## src/rtl/xkrt_ram.sv

```systemverilog
module xkrt_ram #(
  parameter int WIDTH = 8,
  parameter int DEPTH = 16
) (
  input  logic                     clk,
  input  logic                     we,
  input  logic [$clog2(DEPTH)-1:0] waddr,
  input  logic [WIDTH-1:0]         wdata,
  input  logic [$clog2(DEPTH)-1:0] raddr,
  output logic [WIDTH-1:0]         rdata
);
  logic [WIDTH-1:0] mem [DEPTH];

  always_ff @(posedge clk) begin
    if (we) begin
      mem[waddr] <= wdata;
    end
    rdata <= mem[raddr];
  end
endmodule

```

## config.mk

```make
export PLATFORM = sky130hd
export DESIGN_NAME = xkrt_ram
export DESIGN_NICKNAME = d
export VERILOG_FILES = /design/src/rtl/xkrt_ram.sv
export SDC_FILE = /design/constraint.sdc
export NUM_CORES = 1
export LEC_CHECK = 0
export ABC_AREA = 1
export ABC_CLOCK_PERIOD_IN_PS = 1150
export BUFFER_PORTS_ARGS = -buffer_cell sky130_fd_sc_hd__buf_2
export CELL_PAD_IN_SITES_DETAIL_PLACEMENT = 1
export CELL_PAD_IN_SITES_GLOBAL_PLACEMENT = 1
export CORE_MARGIN = 2
export CORE_UTILIZATION = 44
export CTS_CLUSTER_DIAMETER = 40
export DETAILED_ROUTE_END_ITERATION = 6
export PLACE_DENSITY_LB_ADDON = 0.1
export SETUP_SLACK_MARGIN = 0.2
export SKIP_CTS_REPAIR_TIMING = 1
export SLEW_MARGIN = 10
export SYNTH_ARGS = -nofsm -noshare
export SYNTH_HDL_FRONTEND = slang
export SYNTH_SLANG_ARGS = --single-unit
```

## constraint.sdc

```tcl
create_clock -name clk -period 1.15 [get_ports clk]
set_clock_uncertainty 0.05 [all_clocks]
set_input_delay 0.115 -clock clk [delete_from_list [all_inputs] [get_ports clk]]
set_output_delay 0.115 -clock clk [all_outputs]
set_load 0.02 [all_outputs]
```

==> flow_summary.yaml <==
logic_synthesis:
  yosysTopAreaCell: "edfxtp_1"
  yosysUniqueCellTypes: 12
  ys_ff_latch: 136
  syn_inst: 551
  syn-num-nets: 569
  yosysSeqAreaShare_pct: 69.4
  syn_avg_cell_area_um2: 10.5
  ys_warn_count: 0
  synth_area_mm2: 0.00577
  netlist.area_leader.share_pct: 66.7
  synthTopCellsByArea: "edfxtp_1 (67%), nand2_1 (11%), nand3_1 (8.4%)"
detailed_routing:
  vias_per_cell: 4.92
  drt_iter0_markers: 189
  wirelength_um: 14800
  wl_per_cell_um: 18.5
  first_pass_iters: 4
  dr_total_vias: 3929
  drc: 0
  postRouteAntennaNets: 0
placement:
  place_ws_ns: -0.168
  gp_congestion: 0.824
  portBuffers: 25
  place_hpwl_um: 9630
critical_path:
  critical_path.startpoint_type: "flop"
  endpoint_kind: "primary output"
  arrival_ns: 0.90
  crit_cells: 1
  required_ns: 0.99
  slowest_delay_ns: 0.36
  crit_family: "flip-flops"
  path_max_fanout: 1
  worstSetupPathType: "flop to primary output"
  cpMaxStageDelayCell: "dfxtp_2"
  worstRegToRegCells: 6
  cp_cell_sequence: "buf_6"
  critical_path_buf_inv_count: 1
power_and_ir_drop:
  p_sw_mw: 2.66
  switching_share_pct: 22.3
  max-vdd-ir-drop_mv: 0.980
  p_comb_share_pct: 8.1
  clockPowerShare_pct: 45.0
  leakage_nw: 3.18
  p_int_mw: 9.26
  power_density_mw_per_mm2: 1610
  seq_power_share_pct: 46.9
sta:
  finalMaxSlewViolations: 0
  max_freq_ghz: 0.942
  post-route-period-util_pct: 92.3
  min_period_ns: 1.06
  worst_slack_ns: 0.0882
  hold-worst-slack_ns: 0.0637
  slew_headroom_pct: 67.1
  tightest_slew_ns: 0.492
  setup_viol: 0
  grt_setup_unrepaired: "true"
  hold_violations: 0
final_layout:
  layout.nets: 631
  final_core_util_pct: 58.2
  nFillCells: 1348
  mostFrequentLayoutCells: "nand2_1 (167), edfxtp_1 (128), inv_1 (99)"
  layout-drive-gt1-share_pct: 29.1
  area_delta_synth_final_pct: 28.3
  regArea_mm2: 0.00401
  antenna_cells: 0
  layout_commonest_cell: "nand2_1"
  multi_input_area_mm2: 0.00156
global_route:
  grt_pass1_vias: 4196
  gr-total-overflow: 0
  grt_max_degree: 37
  grt_pass1_wl_um: 23000
  grt_use_total_pct: 22.5
  antenna_found_initial: 0
floorplanning:
  core-area_mm2: 0.0127
  ios: 26
  die_y_um: 118
  initial_utilization_pct: 45.3
  fp.dieW_um: 118
  die_area_mm2: 0.0140
  num_rows: 41
flow_run:
  cap_violations: 0
min_path:
  min_path_type: "input pin to flop"
  holdPathStages: 1
run_status:
  status: "complete, no violations"
clock_tree:
  path_clk_slew_ns: 0.06
  htree_num_levels: 4
  cts_tree: "built"
  clockBufferDepth: 2
  clk-insertion-delay-late_ns: 0.42
  root_buffer: "clkbuf_16"
  cts_sinks: 136
  numCtsBuffers: 17
sequential cells by signal, indices dropped and copies added, names as in the netlist:
register  cells
mem         128
rdata         8
power by group through the flow:
stage | combinational, mW | sequential (mW) | clock [mW]
floorplan | 0.404 | 5.71 | 0
global placement | 0.820 | 5.67 | 0
detailed placement | 0.845 | 5.68 | 0
CTS | 0.849 | 5.58 | 5.45
global route | 1.06 | 5.60 | 5.65
finish | 0.965 | 5.59 | 5.36
stage by stage:
stage / instance area (µm²) / power, mW / std cells / TNS [ns]
after detailed placement: 6460 / 6.52 / 766 / -10.48
after global placement: 6460 / 6.49 / 766 / -6.71
after CTS: 7040 / 11.9 / 798 / -0.0326
after global routing: 7400 / 12.3 / 798 / 0
after floorplan: 5820 / 6.12 / 551 / 0
final: 7400 / 11.9 / 798 / 0
layout make-up:
type / instances / share of cell area (%)
Inverter: 102 / 5.17
Clock inverter: 15 / 2.16
Clock buffer: 17 / 5.75
Timing Repair Buffer: 67 / 8.66
Tap cell: 172 / 2.91
Sequential cell: 136 / 54.2
Multi-Input combinational cell: 289 / 21.1
worst paths after layout:
kind	slack (ns)	start	end
worst max-delay path	0.09	rdata[0]$_DFF_P_	rdata[0]
worst min-delay path	0.06	wdata[1]	mem[0][1]$_DFFE_PP_
worst max register to register	0.13	mem[8][2]$_DFFE_PP_	rdata[2]$_DFF_P_
worst min register to register	0.64	mem[10][7]$_DFFE_PP_	rdata[7]$_DFF_P_
cells in the mapped netlist:
cell type and count:
nor2_1 17, inv_1 100, buf_4 4, dfxtp_1 8
edfxtp_1 128, buf_1 1, nand3_1 97, nand3b_1 2
nand2_1 173, inv_2 2, buf_6 6, buf_2 13
per-layer routing:
metal | GRT usage (%) | vias to the layer above | wire length, µm
met5 | 0 | - | 0
met4 | 10.3 | 0 | 323
met3 | 4.78 | 26 | 424
met2 | 37.6 | 64 | 7570
met1 | 28.0 | 1941 | 6440
li1 | - | 1898 | -
cell families after synthesis:
kind of cell,after synthesis,synth area share (%)
DFF,136,69.4
buffers and inverters,126,9.52
and+or+nand+nor,289,21.0
Power figures use the tool's default switching activity.
