`src/rtl/xkrt_clz.sv`:
```
module xkrt_clz (
  input  logic       clk,
  input  logic       rst_n,
  input  logic       start,
  input  logic [255:0] xor_dist,
  output logic       done,
  output logic [8:0] index
);
  logic [255:0] sh_r, sh_nxt;
  logic [8:0]   cnt_r, cnt_nxt;
  logic         busy_r, busy_nxt;
  logic         done_r, done_nxt;

  always_comb begin
    logic seen;
    seen = 1'b0;
    sh_nxt = sh_r;
    cnt_nxt = cnt_r;
    busy_nxt = busy_r;
    done_nxt = 1'b0;
    if (start) begin
      sh_nxt = xor_dist;
      cnt_nxt = '0;
      busy_nxt = 1'b1;
    end else if (busy_r) begin
      if (sh_r[255:248] != 8'd0) begin
        busy_nxt = 1'b0;
        done_nxt = 1'b1;
        for (int i = 0; i < 8; i++) begin
          if (sh_r[255 - i] && !seen) begin
            cnt_nxt = cnt_r + 9'(i);
            seen = 1'b1;
          end
        end
      end else if (cnt_r == 9'd248) begin
        cnt_nxt = 9'd256;
        busy_nxt = 1'b0;
        done_nxt = 1'b1;
      end else begin
        sh_nxt = {sh_r[247:0], 8'd0};
        cnt_nxt = cnt_r + 9'd8;
      end
    end
  end

  always_ff @(posedge clk) begin
    if (!rst_n) begin
      busy_r <= 1'b0;
      done_r <= 1'b0;
    end else begin
      busy_r <= busy_nxt;
      done_r <= done_nxt;
    end
    sh_r <= sh_nxt;
    cnt_r <= cnt_nxt;
  end

  assign done = done_r;
  assign index = cnt_r;
endmodule

```
`config.mk`:
```
export PLATFORM = sky130hd
export DESIGN_NAME = xkrt_clz
export DESIGN_NICKNAME = d
export VERILOG_FILES = /design/src/rtl/xkrt_clz.sv
export SDC_FILE = /design/constraint.sdc
export NUM_CORES = 1
export LEC_CHECK = 0
export BUFFER_PORTS_ARGS = -buffer_cell sky130_fd_sc_hd__buf_2
export CORE_AREA = 2 2 160 162
export DETAILED_ROUTE_END_ITERATION = 6
export DIE_AREA = 0 0 162 164
export PLACE_DENSITY_LB_ADDON = 0.2
export SLEW_MARGIN = 20
export SYNTH_ARGS = -nofsm -noshare
export SYNTH_HDL_FRONTEND = slang
export SYNTH_SLANG_ARGS = --single-unit
```
`constraint.sdc`:
```
create_clock -name clk -period 21.2 [get_ports clk]
set_input_delay 5.3 -clock clk [delete_from_list [all_inputs] [get_ports clk]]
set_output_delay 5.3 -clock clk [all_outputs]
set_load 0.03 [all_outputs]
```
==> impl_summary.md, run 1 <==
GRT
The maximum number of pins on one net before global-route repair is 125. The first global-routing pass estimated 39900 um of wire. The sum of overflow across all layers after global routing is 0. The number of global-route vias before repair came to about 7.5k.

The number of antenna violations at the first check in global routing was 13. The aggregate global-route resource usage is 19.1%.

Timing
For this run, the top clock speed supported by timing is around 140 MHz. The total negative slack for setup checks is 0 ns. Setup repair after global routing left no endpoint under its margin. The final worst clock skew is 0.0217 ns.

The count of final max-slew check failures was 0. After layout, the minimum clock period comes to approximately 7.4 ns. The headroom to the max-slew limit is between 30% and 40%. The slew at the pin closest to its max-slew limit is 1.02 ns. Setup violations remaining at the end of the flow were counted as 0. The final count of hold timing violations is 0. After layout, the worst path uses 34.8% of the clock period.

Worst setup path
The critical path endpoint category is a flop. The element type at the critical path start is an input port. The classification of the worst setup path is input port to flop.

The data arrival time of the critical path is between 7 and 8 ns. The endpoint required time on the critical path is 21.38 ns. The maximum fanout count along the critical path is roughly 120.

Yosys
The net count after synthesis is 1038. The most used flip-flop cell after synthesis is sky130_fd_sc_hd__edfxtp_1. The post-synthesis sequential element count is 267. After synthesis the cells add up to 12200 um2. The count of synthesis-stage warnings from yosys is 0.

After synthesis, the mean cell area works out to 16.0 um2. The biggest area contributor in the post-synthesis netlist is sky130_fd_sc_hd__edfxtp_1. The count of unique library cells instantiated by Yosys is between 60 and 70. The top cell type by area accounts for 62.8% of the synthesized area. The count of flip-flops with a built-in enable after synthesis is approximately 260. In the post-synthesis netlist, the biggest area contributors are sky130_fd_sc_hd__edfxtp_1 63%, sky130_fd_sc_hd__mux2_2 23%, sky130_fd_sc_hd__dfxtp_1 1.8%, sky130_fd_sc_hd__ha_1 1.3%, sky130_fd_sc_hd__clkbuf_1 1.2%. The share of the Yosys chip area taken by registers is 64.6%.

The fraction of registers with async set or reset after synthesis is 0%. The count of mapped cells out of synthesis is 766.

Worst hold path
The worst hold path belongs to the class flop to flop.

Placed design
Port buffering added 268 buffers. The weighted congestion reported at the end of routability-driven placement is 0.869. The detailed-placement wirelength estimate is 17500 um.

Clock tree
The post-cts sizing count is 0. The TritonCTS clock tree is yes. Post-CTS timing repair inserted 0 buffers for setup.

The worst-case clock buffer depth is 3. The CTS root buffer is sky130_fd_sc_hd__clkbuf_16. Clock-pin slew was measured on the worst setup and hold paths at 0.06 ns. The count of hold buffers inserted by post-cts repair is 0. In this run the number of H-tree levels came out at 1.

The insertion delay of the later-clocked pin in the worst-skew pair is ~0.56 ns. The count of clock tree sinks is 267. TritonCTS created 29 clock buffers.

Route
The average vias per placed instance is between 5 and 6. Once detail routing completed, the nets flagged for antenna violations numbered 0. The wire length reported by the detailed router is 26200 um. After detailed routing, the average wire length per cell comes to 18.8 um.

The first TritonRoute pass finished after 5 iterations. The first-iteration detailed-routing DRC count is 532. The number of remaining DRC errors is 0.

The total via count in the routed design is 7396.

Pwr
The reported net switching power is 276 uW. Summed over all cells, the static leakage comes to 0.00566 uW. Of the total power, the share spent switching nets is 21.2%. Per report_power, the clock group accounts for 42.6% of the total. Registers are responsible for 49.2% of the overall power.

The fraction of power consumed by combinational cells is 8.3%. The internal cell power is 1030 uW. The worst-case IR drop observed on VDD is between 0.07 and 0.08 mV. Dividing total power by cell area gives a power density of 86.7 nW/um2.

Cells and area
In the final layout, the multi-input gates occupy 4160 um2. From synthesis to final layout, the design area changed by 22.6%. Leaving out fill and tap cells, the most frequent cells in the layout are 267 x sky130_fd_sc_hd__buf_2, 256 x sky130_fd_sc_hd__edfxtp_1, 249 x sky130_fd_sc_hd__mux2_2, 29 x sky130_fd_sc_hd__clkbuf_16, 22 x sky130_fd_sc_hd__nor2_1. The library cell used most frequently in the layout, excluding fill and tap cells, is sky130_fd_sc_hd__buf_2.

The share of cells above drive strength 1 is 55.6%. The final cell utilization of the core is 60.5%. The sequential cell area in the final layout is a little under 8000 um2. After the last flow step, the layout net total stands at around 1.3k. Counting the fill cells in the layout gives 1988.

Die
From left edge to right edge, the die measures approximately 160 um. The die boundary height is between 150 and 200 um. In this run the standard cell core region covers roughly 25000 um2. The standard-cell row count is 58.

The full die area is 26600 um2. For this design the top-level I/O count stands at 269. The initial utilization of the core area, before any placement, comes to 49.3%.

Status
The flow ran to the end, and the final reports show no timing, DRC or antenna violations.

Run
The number of violations of the max-capacitance limit is 0.
## area by class of cell
class                   instances  share of cell area, %
clock buffers                  31                   4.88
inverters                       5                  0.125
repair buffers                274                   9.41
diodes                         12                  0.200
clock inverters                23                   2.23
multi-input cells             453                   27.7
well taps                     330                   2.75
flip-flops and latches        267                   52.7
## worst max-delay path, stage by stage
cell and delay (ns):
sky130_fd_sc_hd__buf_8 0.62, sky130_fd_sc_hd__a21o_4 0.60, sky130_fd_sc_hd__buf_4 0.88
## registers in the layout (all words and copies together), names as in the netlist
register / count
index: 9
busy_r: 1
sh_r: 256
done: 1
## through the flow
step                setup slack [ns]  power (uW)  area, um2  hold WS, ns  cells
floorplan                       9.54         721      12200        0.437    766
global placement               12.79         756      13900        0.476   1328
detailed placement             12.79         758      13900        0.476   1328
CTS                            13.38        1320      15000        0.486   1382
global route                   13.63        1350      15000        0.518   1390
finish                         13.82        1300      15000        0.480   1395
## cell families after synthesis
| group | after synthesis | share of synthesized area (%) |
|---|---|---|
| compound gates | 74 | 4.04 |
| xor+xnor | 5 | 0.358 |
| fa+ha+maj | 13 | 1.33 |
| buf+inv | 46 | 1.51 |
| flops | 267 | 64.6 |
| mux | 252 | 23.1 |
| simple gates | 109 | 5.06 |
## layer usage
layer / GRT usage [%] / vias up / routed length, um
li1: - / 3540 / -
met1: 25.2 / 3565 / 11200
met2: 30.9 / 243 / 12400
met3: 5.63 / 44 / 1960
met4: 5.43 / 4 / 602
met5: 0 / - / 24
## worst paths after layout
kind / depth (start not counted) / to / slack, ns / startpoint
setup / recovery: 3 / sh_r[117] / 13.82 / start
hold / removal: 2 / done / 0.48 / busy_r
setup reg to reg: 7 / sh_r[117] / 17.47 / index[2]
hold reg to reg: 2 / done / 0.48 / busy_r
## power groups by stage
stage	clock network, uW	registers, uW	logic (uW)
final	554	640	108
after global routing	587	644	118
after CTS	568	640	108
after detailed placement	0	651	107
after global placement	0	651	105
after floorplan	0	649	71.2
## synth_stat cells, types with 5 or more instances
| master | instances |
|---|---|
| sky130_fd_sc_hd__edfxtp_1 | 256 |
| sky130_fd_sc_hd__mux2_2 | 249 |
| sky130_fd_sc_hd__clkbuf_1 | 38 |
| sky130_fd_sc_hd__nor2_1 | 22 |
| sky130_fd_sc_hd__nand2_1 | 20 |
| sky130_fd_sc_hd__a21oi_1 | 15 |
| sky130_fd_sc_hd__ha_1 | 13 |
| sky130_fd_sc_hd__o21ai_0 | 13 |
| sky130_fd_sc_hd__and2_1 | 11 |
| sky130_fd_sc_hd__dfxtp_1 | 11 |
| sky130_fd_sc_hd__nand3_1 | 11 |
| sky130_fd_sc_hd__a31oi_1 | 10 |
| sky130_fd_sc_hd__nand2b_1 | 8 |
| sky130_fd_sc_hd__nor3_1 | 6 |
| sky130_fd_sc_hd__inv_1 | 5 |
| sky130_fd_sc_hd__nor2b_1 | 5 |
(Power assumes the default switching activity.)
==> run 2: changes to the inputs <==
--- a/config.mk
+++ b/config.mk
@@ -6,9 +6,9 @@
 export NUM_CORES = 1
 export LEC_CHECK = 0
 export BUFFER_PORTS_ARGS = -buffer_cell sky130_fd_sc_hd__buf_2
-export CORE_AREA = 2 2 160 162
+export CORE_AREA = 2 2 162 164
 export DETAILED_ROUTE_END_ITERATION = 6
-export DIE_AREA = 0 0 162 164
+export DIE_AREA = 0 0 164 166
 export PLACE_DENSITY_LB_ADDON = 0.2
 export SLEW_MARGIN = 20
 export SYNTH_ARGS = -nofsm -noshare
==> constraint.sdc (replaced) <==
create_clock -name clk -period 6.2 [get_ports clk]
set_input_delay 1.55 -clock clk [delete_from_list [all_inputs] [get_ports clk]]
set_output_delay 1.55 -clock clk [all_outputs]
set_load 0.03 [all_outputs]
==> run 2 against run 1 <==
Sequential share of layout area is 0.68 points higher. Global-route usage is 0.41 points lower. Via count hardly changed. Total power grew to 3.2 times the previous value. Clock power grew to 2.8 times the previous value. Cell count hardly changed. Setup slack worse by 11 ns. Register-to-register slack worse by 15 ns. Clock-buffer cell count is 9 higher. Critical path depth is 4 higher.
==> impl_summary.md, run 2 (synthesis gave the netlist of run 1 again) <==
Status
The flow ran to the end, and the final reports show no timing, DRC or antenna violations.

Clock tree
The CTS root buffer is sky130_fd_sc_hd__clkbuf_16. The number of buffers inserted during clock tree synthesis is 29. The number of gates resized after CTS was 0.

The clock net in this run drives a total of 267 sinks. The buffers inserted during post-CTS setup optimization is 0. Clock latency on the worst-skew pair, taken at its later pin, is 0.54 ns. The maximum level of the CTS H-tree is 1. The worst-case clock buffer depth is 3.

The number of hold buffers added after CTS was 0. The clock-pin slew on the worst setup and hold paths is 0.07 ns. TritonCTS built the clock tree.

Timing
The final critical-path required period is 3.42 ns. Setup violations remaining at the end of the flow were counted as 0. For the final database, setup skew stands at 0.0172 ns.

The highest attainable clock frequency is 293 MHz. The final count of hold timing violations is 0. Setup total negative slack on the finished layout was measured at 0 ns. In the finished design, the share of the clock period the worst path needs comes to 55.1%. The headroom to the max-slew limit is 33.0%. The count of final max-slew check failures is 0. For the pin with the worst max-slew slack, the measured transition is 1.01 ns. The worst setup margin is 2.78 ns. Setup repair after global routing left no endpoint under its margin.

Worst setup path
Data on the critical path is required at its endpoint by around 6.4 ns. The maximum fanout count along the critical path is 73. In this design, the critical path's most frequently occurring cell is sky130_fd_sc_hd__nor2_1. The worst path buffer plus inverter count is 2. The classification of the worst setup path is flop to flop. The launch point of the worst reg-to-reg path is index[2].

The cell with the biggest individual delay on the critical path is sky130_fd_sc_hd__a21o_4. The signal on the critical path passes through inv_1 -> ha_1 -> nand3b_1 -> nor2_1 -> nor2_1 -> a21o_4 -> buf_12. The worst setup path is captured at a flop. The data arrival time of the critical path is 3.61 ns. Broken down by cell family, the worst path's largest delay share belongs to compound AO/OA/AOI/OAI gates.

The worst setup path is launched from a flop. Across all register-to-register paths, the minimum setup slack is between 2 and 3 ns. The largest stage delay on the critical path is 0.81 ns.

The capturing point of the worst reg2reg path is sh_r[162]. The number of cells on the worst reg-to-reg path is 7.

Die
The floorplan step defined a core boundary enclosing around 26000 um2. The floorplan has 59 rows. The initial core utilization is 47.8%. The width of the chip is 164 um.

269 I/O pins were placed. The floorplan step defined a die boundary enclosing 27200 um2. The floorplan step set the die height to 166 um.

GRT
After global routing the overflow that remains totals 0. The aggregate global-route resource usage is 18.7%. The number of antenna violations at the first check in global routing is 15. The wire length of the first global-routing pass is 40100 um. The maximum number of pins on one net before global-route repair is 135. The number of global-route vias before repair is 7480.

Route
The routed length per placed instance is ~19 um. The detailed router finished its first iteration with 563 violations. The total via count in the routed design is around 7.4k. The detail route stage leaves a number of antenna-violating nets equal to 0. The wire length reported by the detailed router is 26000 um.

In the detailed route, the total length drawn on met2 is 12200 um. The routed metal-1 wirelength is about 11000 um. The number of remaining DRC errors is 0.

Dividing the detail-routed via count by the number of cells gives ~5.3. The top routing layer in use is met5. The met3 routed wirelength is 2100 um. The first detailed-routing pass ran for 4 iterations.

Placed design
The worst setup slack after placement is 2.46 ns. After legalization and detailed placement, the total HPWL measured 17800 um. The congestion estimate from routability-driven global placement came to 0.879.

The count of input and output buffers is 268.

Cells and area
The sequential cell area in the final layout is approximately 8000 um2. The register with the most flip-flops in the layout has 256 of them. The area added between synthesis and finish is 21.0%.

The share of cells above drive strength 1 is between 50% and 60%. Leaving out fill and tap cells, the most frequent cell in the layout is sky130_fd_sc_hd__buf_2. The number of filler instances in the final layout is about 2.1k. The register with the most flip-flops is sh_r. The net count of the finished layout is 1302. The footprint of the multi-input gates is approximately 4200 um2. The library cells used most frequently in the layout, excluding fill and tap cells, are 267 x sky130_fd_sc_hd__buf_2, 256 x sky130_fd_sc_hd__edfxtp_1, 249 x sky130_fd_sc_hd__mux2_2, 29 x sky130_fd_sc_hd__clkbuf_16, 22 x sky130_fd_sc_hd__nor2_1. The final cell utilization of the core is about 58%.

Worst hold path
In this run the worst hold path is classified as flop to flop. The worst min-delay path startpoint is busy_r. The worst hold path endpoint is done. Counting instances, the worst hold path has a depth of 2.

Pwr
The leakage power total is 0.00558 uW. The power per cell area is 277 nW/um2. IR analysis of the VDD net gives a maximum drop of approximately 0.25 mV.

Run
The number of violations of the max-capacitance limit is 0.
-- run 2: final cells by class --
type                    instances  area share, %
diodes                         12          0.203
clock buffers                  40           5.17
clock inverters                10          0.481
inverters                       5          0.127
multi-input cells             453           28.1
flip-flops and latches        267           53.4
well taps                     335           2.83
repair buffers                274           9.76
-- run 2: worst max path at each step --
stage | cells after the start | endpoint | slack (ns) | from
after floorplan | 3 | sh_r[0] | 0.54 | start
after global placement | 3 | sh_r[170] | 2.48 | start
after detailed placement | 3 | sh_r[169] | 2.46 | start
after CTS | 7 | sh_r[161] | 2.78 | index[2]
after global routing | 7 | sh_r[170] | 2.56 | index[2]
final | 7 | sh_r[162] | 2.78 | index[2]
-- run 2: worst reg2reg max path, stage by stage (launching register included) --
cell and delay (ns):
sky130_fd_sc_hd__dfxtp_1 0.63, sky130_fd_sc_hd__inv_1 0.20, sky130_fd_sc_hd__ha_1 0.33, sky130_fd_sc_hd__nand3b_1 0.22, sky130_fd_sc_hd__nor2_1 0.07, sky130_fd_sc_hd__nor2_1 0.29, sky130_fd_sc_hd__a21o_4 0.81, sky130_fd_sc_hd__buf_12 0.48
-- run 2: metrics by stage --
stage | total power, uW | hold WS (ns) | instance area, um2 | std cells
2_1_floorplan | 2460 | 0.436 | 12200 | 766
3_3_place_gp | 2590 | 0.462 | 14000 | 1334
3_5_place_dp | 2600 | 0.487 | 14000 | 1334
4_1_cts | 4160 | 0.495 | 14800 | 1384
5_1_grt | 4260 | 0.518 | 14800 | 1392
6_report | 4100 | 0.494 | 14800 | 1396
-- run 2: report_power, final --
| group | internal [uW] | switching, uW |
|---|---|---|
| clock network | 895 | 648 |
| logic | 210 | 163 |
| registers | 2140 | 49.2 |
| total | 3240 | 860 |
-- run 2: per-layer routing --
| metal | GRT usage, % | vias to the layer above |
|---|---|---|
| li1 | - | 3523 |
| met1 | 24.7 | 3578 |
| met2 | 29.6 | 237 |
| met3 | 5.62 | 56 |
| met4 | 6.18 | 8 |
| met5 | 0 | - |
